`src/rtl/prq_pkg.sv`:
```
`timescale 1ns / 1ps
// ----------------------------------------------------------------------------
// prq_pkg: shared types and constants of the rank queue
// Word formats, operation and status codes, sequencer states and the sizing
// helpers of the tail read-out tree.
// ----------------------------------------------------------------------------
package prq_pkg;

   localparam int DEPTH_DEFAULT   = 512;
   localparam int ID_BITS_DEFAULT = 16;
   localparam int RANK_W          = 32;
   localparam int LIMIT_W         = 10;
   localparam int OCC_W           = 10;
   localparam int ID_FIELD_W      = 16;
   localparam int FANIN_LOG       = 3;
   localparam int FANIN           = 1 << FANIN_LOG;

   localparam logic [LIMIT_W-1:0] LIMIT_RESET = 10'd500;
   localparam logic [RANK_W-1:0]  EMPTY_RANK  = 32'd99999999;

   typedef logic [1:0] op_code_type;
   localparam op_code_type OP_PUSH      = 2'd0;
   localparam op_code_type OP_POP_FRONT = 2'd1;
   localparam op_code_type OP_POP_BACK  = 2'd2;

   typedef enum logic [1:0] {
      ST_NONE  = 2'd0,
      ST_ITEM  = 2'd1,
      ST_EMPTY = 2'd2,
      ST_EVICT = 2'd3
   } status_type;

   typedef enum logic [1:0] {
      S_IDLE,
      S_WAIT,
      S_FINISH
   } state_type;

   typedef struct packed {
      op_code_type             op;
      logic [RANK_W-1:0]       rank;
      logic [ID_FIELD_W-1:0]   item_id;
   } req_type;

   typedef struct packed {
      status_type              status;
      logic [ID_FIELD_W-1:0]   out_id;
      logic [RANK_W-1:0]       out_rank;
      logic [OCC_W-1:0]        occupancy;
      logic [RANK_W-1:0]       max_rank;
   } rsp_type;

   // Broadcast to every cell of the chain.
   typedef struct packed {
      logic                    push;
      logic                    shift;
      logic [RANK_W-1:0]       rank;
   } cell_ctrl_type;

   // Number of nodes on a given level of the read-out tree (level 0 = leaves).
   function automatic int tree_level_size(input int n, input int level);
      int s;
      s = n;
      for (int l = 0; l < level; l++) begin
         s = (s + FANIN - 1) >> FANIN_LOG;
      end
      return s;
   endfunction

   // Registered levels needed to bring n leaves down to one node.
   function automatic int tree_levels(input int n);
      int s;
      int l;
      s = n;
      l = 0;
      while (s > 1) begin
         s = (s + FANIN - 1) >> FANIN_LOG;
         l = l + 1;
      end
      return (l < 1) ? 1 : l;
   endfunction

endpackage

```
`src/rtl/prq_cell.sv`:
```
`timescale 1ns / 1ps
// ----------------------------------------------------------------------------
// prq_cell: one slot of the sorted chain
// Holds one rank and handle. On a push it keeps its entry, takes the new one
// or takes its left neighbor's; on a front pop it takes its right neighbor's.
// ----------------------------------------------------------------------------
module prq_cell #(
   parameter int ID_BITS = prq_pkg::ID_BITS_DEFAULT
) (
   input  logic                          clock,
   input  prq_pkg::cell_ctrl_type        ctrl,
   input  logic [ID_BITS-1:0]            push_id,
   input  logic                          occupied,
   input  logic                          left_keep,
   input  logic [prq_pkg::RANK_W-1:0]    left_rank,
   input  logic [ID_BITS-1:0]            left_id,
   input  logic [prq_pkg::RANK_W-1:0]    right_rank,
   input  logic [ID_BITS-1:0]            right_id,
   output logic                          keep,
   output logic [prq_pkg::RANK_W-1:0]    rank_ff,
   output logic [ID_BITS-1:0]            id_ff
);

   logic [prq_pkg::RANK_W-1:0] rank_in;
   logic [ID_BITS-1:0]         id_in;

   // Equal ranks stay ahead of the new entry, which keeps arrival order.
   assign keep = occupied && (rank_ff <= ctrl.rank);

   always_comb begin
      rank_in = rank_ff;
      id_in   = id_ff;
      priority if (ctrl.push) begin
         if (keep) begin
            rank_in = rank_ff;
            id_in   = id_ff;
         end else if (left_keep) begin
            rank_in = ctrl.rank;
            id_in   = push_id;
         end else begin
            rank_in = left_rank;
            id_in   = left_id;
         end
      end else if (ctrl.shift) begin
         rank_in = right_rank;
         id_in   = right_id;
      end else begin
         rank_in = rank_ff;
         id_in   = id_ff;
      end
   end

   always_ff @(posedge clock) begin
      rank_ff <= rank_in;
      id_ff   <= id_in;
   end

endmodule

```
`config.mk`:
```
export PLATFORM = sky130hd
export DESIGN_NAME = prq_cell
export DESIGN_NICKNAME = d
export VERILOG_FILES = /design/src/rtl/prq_pkg.sv /design/src/rtl/prq_cell.sv
export SDC_FILE = /design/constraint.sdc
export NUM_CORES = 1
export LEC_CHECK = 0
export ABC_AREA = 1
export BUFFER_PORTS_ARGS = -buffer_cell sky130_fd_sc_hd__buf_4
export CAP_MARGIN = 20
export CORE_UTILIZATION = 47
export CTS_CLUSTER_SIZE = 10
export DETAILED_ROUTE_END_ITERATION = 8
export HOLD_SLACK_MARGIN = 0.12
export PLACE_DENSITY_LB_ADDON = 0.15
export SYNTH_ARGS = -nofsm -noshare
export SYNTH_HDL_FRONTEND = slang
export SYNTH_SLANG_ARGS = --single-unit
export TNS_END_PERCENT = 5
```
`constraint.sdc`:
```
create_clock -name clock -period 8 [get_ports clock]
set_clock_uncertainty 0.1 [all_clocks]
set_input_delay 0.4 -clock clock [delete_from_list [all_inputs] [get_ports clock]]
set_output_delay 0.4 -clock clock [all_outputs]
set_load 0.01 [all_outputs]
```
After elaboration in Yosys (flattened, before gate mapping)
Index checks and enable logic that the tools add are counted.
{"block": "totals", "ff_bits": 48, "inputBits": 149, "elab_cells": 15}
{"block": "op_classes", "magnitude_cmp": 1, "eq_ne": 1, "muxes": 8, "n_reduce_logical": 3}
{"cell": "32-bit two-way mux", "count": 4}
{"cell": "16-bit two-way mux", "count": 4}
{"cell": "32-bit <= comparator", "count": 1}
{"cell": "2-bit inequality test, second input constant", "count": 1}
{"cell": "2-bit AND reduction", "count": 1}
{"cell": "2-bit nonzero test", "count": 1}
{"cell": "1-bit logical AND", "count": 1}

Longest topological paths before layout
{"block": "logic_depth", "ltp_word": 4, "ltp_mapped": 17}

Least setup slack after synthesis
OpenSTA, ideal clock, no wires.
{"block": "synth_timing", "path_kind": "flip-flop to flip-flop", "start": "register rank_ff[23] (netlist bit)", "end": "register id_ff[0], enable pin", "arrival_time_ns": 2.397, "required_ns": 7.493, "setup_slack_ns": 5.097, "path_stages_with_launch": 12, "synth_period_minus_slack_ns": 2.903, "path_cell_list": "edfxtp_1 -> ha_1 -> nand2_1 -> nor2_2 -> nand4_1 -> nor2_2 -> nand2_1 -> nand2_1 -> nand2_1 -> nand2_1 -> nand2_1 -> nand2_1"}
{"block": "synth_via", "elab_chain_len": 4}
{"item": "from (decl)", "line": "prq_cell.sv:20", "rtl": "output logic [prq_pkg::RANK_W-1:0] rank_ff,"}
{"item": "from (signal assigned)", "line": "prq_cell.sv:54", "rtl": "rank_ff <= rank_in;"}
{"item": "32-bit <= comparator", "line": "prq_cell.sv:28", "rtl": "assign keep = occupied && (rank_ff <= ctrl.rank);"}
{"item": "1-bit logical AND", "line": "prq_cell.sv:28"}
{"item": "2-bit inequality test (no source line)"}
{"item": "2-bit AND reduction (no source line)"}
{"item": "to (signal assigned)", "line": "prq_cell.sv:55", "rtl": "id_ff <= id_in;"}
{"item": "to (decl)", "line": "prq_cell.sv:21", "rtl": "output logic [ID_BITS-1:0] id_ff"}
No other way between the ends.
A chain may end at the register's enable or synchronous reset.

Worst setup path after layout
{"block": "layout_timing", "start": "register rank_ff[5] (netlist bit)", "end": "output keep"}
{"block": "layout_via", "elab_chain_len": 2}
{"item": "32-bit <= comparator", "line": "prq_cell.sv:28"}
{"item": "1-bit logical AND", "line": "prq_cell.sv:28"}
{"item": "to (decl)", "line": "prq_cell.sv:19", "rtl": "output logic keep,"}
No other way between the ends.

==> run_results.csv <==
group,metric,value,unit
outcome,outcome,"finished, final reports clean",
placed_design,placedCellCount,669,
placed_design,place_congestion,0.802,
die,initial_core_util,48.6,%
clocking,clock-root-buffer,"clkbuf_8",
global_routing,grt_pass1_vias,3249,
synthesis,avgSynthCellArea,7.98,µm²
die,fp.coreArea,0.00676,mm²
timing,fin_ws,5.60,ns
synthesis,synth_top_area_share,43.9,%
worst_hold_path,hold_class,"input port to flop",
synthesis,synth_cell_types,20,
synthesis,synth_area_leaders,"edfxtp_1 44%, ha_1 12%, o21ai_0 12%",
power_and_ir_drop,p_comb_share,30.5,%
timing,worst_pin_slew,0.850,ns
global_routing,antenna_found_initial,0,
clocking,clkTransAtPathRegs,0.09,ns
routing,drtPass1Iterations,4,
worst_setup_path,cp_slowest_stage_delay,0.40,ns
placed_design,postPlaceCellArea,0.00476,mm²
worst_setup_path,path_cells,"ha_1 > a21oi_1 > nor2_1 > nor2_1 > nand2_1 > nand2_1 > nand2_1 > nand2_1 > nand2_1 > nand2_1 > nand2_1 > inv_1 > buf_4",
global_routing,grt_first_pass_wirelength,14400,µm
run,cap_violations,0,
timing,worst_hold_slack,0.268,ns
power_and_ir_drop,p_total,0.728,mW
timing,period_share,30.0,%
synthesis,synth_top_area_cell,"edfxtp_1",
power_and_ir_drop,p_seq_share,44.5,%
clocking,tritoncts,"yes",
placed_design,post-place-ws,5.07,ns
power_and_ir_drop,ir_drop,83.9,µV
synthesis,synthCells,411,
routing,wirelength,9430,µm
die,rows,30,
synthesis,synth-seq-cells,48,
timing,setup_viol,0,
power_and_ir_drop,p_sw,0.208,mW
placed_design,portBuffers,197,
power_and_ir_drop,p_sw_share,28.6,%
final_layout,final_cells,678,
routing,antenna_left,0,
synthesis,yosysSeqAreaShare,43.9,%
clocking,postCtsHoldBufs,0,
routing,drt_iter0_markers,115,
worst_setup_path,critPathSlowestCell,"edfxtp_1",
timing,maxSlewHeadroom,43.2,%
final_layout,multi_input_area,0.00157,mm²
global_routing,grt-ovfl-total,0,
worst_setup_path,cp.required,7.50,ns
routing,via_per_inst,5.10,
timing,final_max_slew_viol_count,0,
worst_setup_path,path_max_fanout,2,
routing,vias,3458,
timing,max_freq,416,MHz
final_layout,mostFrequentLayoutCell,"buf_4",
die,die_height,85.5,µm
final_layout,drive_above_1_share,35.6,%
die,io_pins,198,
final_layout,antenna_cells,0,
clocking,cts_buffer_depth,2,
final_layout,final-seq-area,0.00144,mm²
synthesis,syn-cell-area,0.00328,mm²
synthesis,yosysWarnings,0,
power_and_ir_drop,p_leak,2.45,nW
timing,rsz0062_at_grt,"no",
worst_setup_path,startpoint_type,"flop",
final_layout,fill_cells,544,
clocking,post_cts_resized,0,
timing,post-route-min-period,2.40,ns
routing,detail_route.wl_per_cell,13.9,µm
power_and_ir_drop,internal_power,0.520,mW
timing,tns,0,ns
final_layout,layout_common_cells,"198 x buf_4, 90 x nand2_1, 78 x o21ai_0, 56 x nor2_1, 48 x edfxtp_1",
worst_setup_path,cp.arrival,1.90,ns
final_layout,nNetsFinal,778,
worst_setup_path,critPathKind,"flop to output pin",
die,dieArea,0.00732,mm²
global_routing,grt.total_usage,25.1,%
synthesis,syn-num-nets,592,
clocking,clkSinkCount,48,
global_routing,grt_max_degree,51,
clocking,insertion_delay,0.30,ns
power_and_ir_drop,pwr-share-clk,25.1,%
placed_design,place_hpwl,6980,µm
worst_setup_path,crit_top_cell,"nand2_1",
timing,finalHoldViolCount,0,
final_layout,final_util,72.5,%
clocking,htreeDepth,2,
power_and_ir_drop,powerDensity,149,mW/mm²
die,die_w,85.5,µm
final_layout,areaGrowthSynthToFinish,49.3,%
routing,drcViolationCount,0,
final_layout,final_area,0.00490,mm²
clocking,numCtsBuffers,5,
clocking,cts_setup_buffers,0,
worst_setup_path,endpoint_kind,"output pin",
## sequential cells by signal, summed over array words and instances, names as in the netlist
name / count
rank_ff: 32
id_ff: 16
## critical path, delay by kind of cell, from the launching register on
kind | cells | cell delay [ns]
compound gates | 1 | 0.18
flops | 1 | 0.40
buf+inv | 2 | 0.16
fa+ha+maj | 1 | 0.31
simple gates | 9 | 0.53
## synth_stat cells
| cell type | n |
|---|---|
| a21o_1 | 1 |
| a21oi_1 | 13 |
| buf_1 | 1 |
| buf_2 | 4 |
| buf_4 | 3 |
| buf_6 | 2 |
| clkbuf_1 | 9 |
| clkbuf_2 | 1 |
| edfxtp_1 | 48 |
| ha_1 | 32 |
| inv_1 | 42 |
| inv_2 | 1 |
| nand2_1 | 91 |
| nand3_1 | 2 |
| nand4_1 | 2 |
| nor2_1 | 56 |
| nor2_2 | 4 |
| o21a_1 | 1 |
| o21ai_0 | 78 |
| o21ai_1 | 20 |
## worst paths after layout
path | startpoint | slack [ns] | end | cells after the start
worst max-delay path | rank_ff[5]$_DFFE_PP_ | 5.60 | keep | 13
worst min-delay path | right_rank[3] | 0.27 | rank_ff[3]$_DFFE_PP_ | 3
worst min register to register | rank_ff[23]$_DFFE_PP_ | 1.19 | rank_ff[20]$_DFFE_PP_ | 9
worst max register to register | rank_ff[7]$_DFFE_PP_ | 5.60 | id_ff[6]$_DFFE_PP_ | 14
## power groups by stage
stage | Combinational, mW | Clock [mW] | Sequential, mW
final | 0.222 | 0.182 | 0.324
after global routing | 0.246 | 0.194 | 0.326
after CTS | 0.221 | 0.186 | 0.325
after detailed placement | 0.220 | 0 | 0.330
after global placement | 0.214 | 0 | 0.329
after floorplan | 0.0873 | 0 | 0.342
## cells by family after synthesis
kind of cell | after synthesis | synth area share (%)
DFF | 48 | 43.9
and+or+nand+nor | 155 | 18.3
adders and majority gates | 32 | 12.2
AOI/OAI and AO/OA | 113 | 17.4
buffers and inverters | 63 | 8.20
## layer usage
| layer | GRT usage [%] | vias to the layer above | part of all wire [%] |
|---|---|---|---|
| li1 | - | 1748 | - |
| met2 | 46.0 | 129 | 52 |
| met3 | 5.68 | 13 | 6.8 |
| met4 | 8.79 | 0 | 1.6 |
| met1 | 28.8 | 1568 | 40 |
| met5 | 0 | - | 0 |
## area by class of cell
| class | instances | share of cell area (%) |
|---|---|---|
| multi-input cells | 300 | 32.1 |
| flip-flops and latches | 48 | 29.4 |
| repair buffers | 199 | 30.8 |
| clock buffers | 5 | 1.41 |
| clock inverters | 3 | 0.945 |
| well taps | 80 | 2.04 |
| inverters | 43 | 3.30 |
Note: power is estimated with default switching activity, not from simulation.
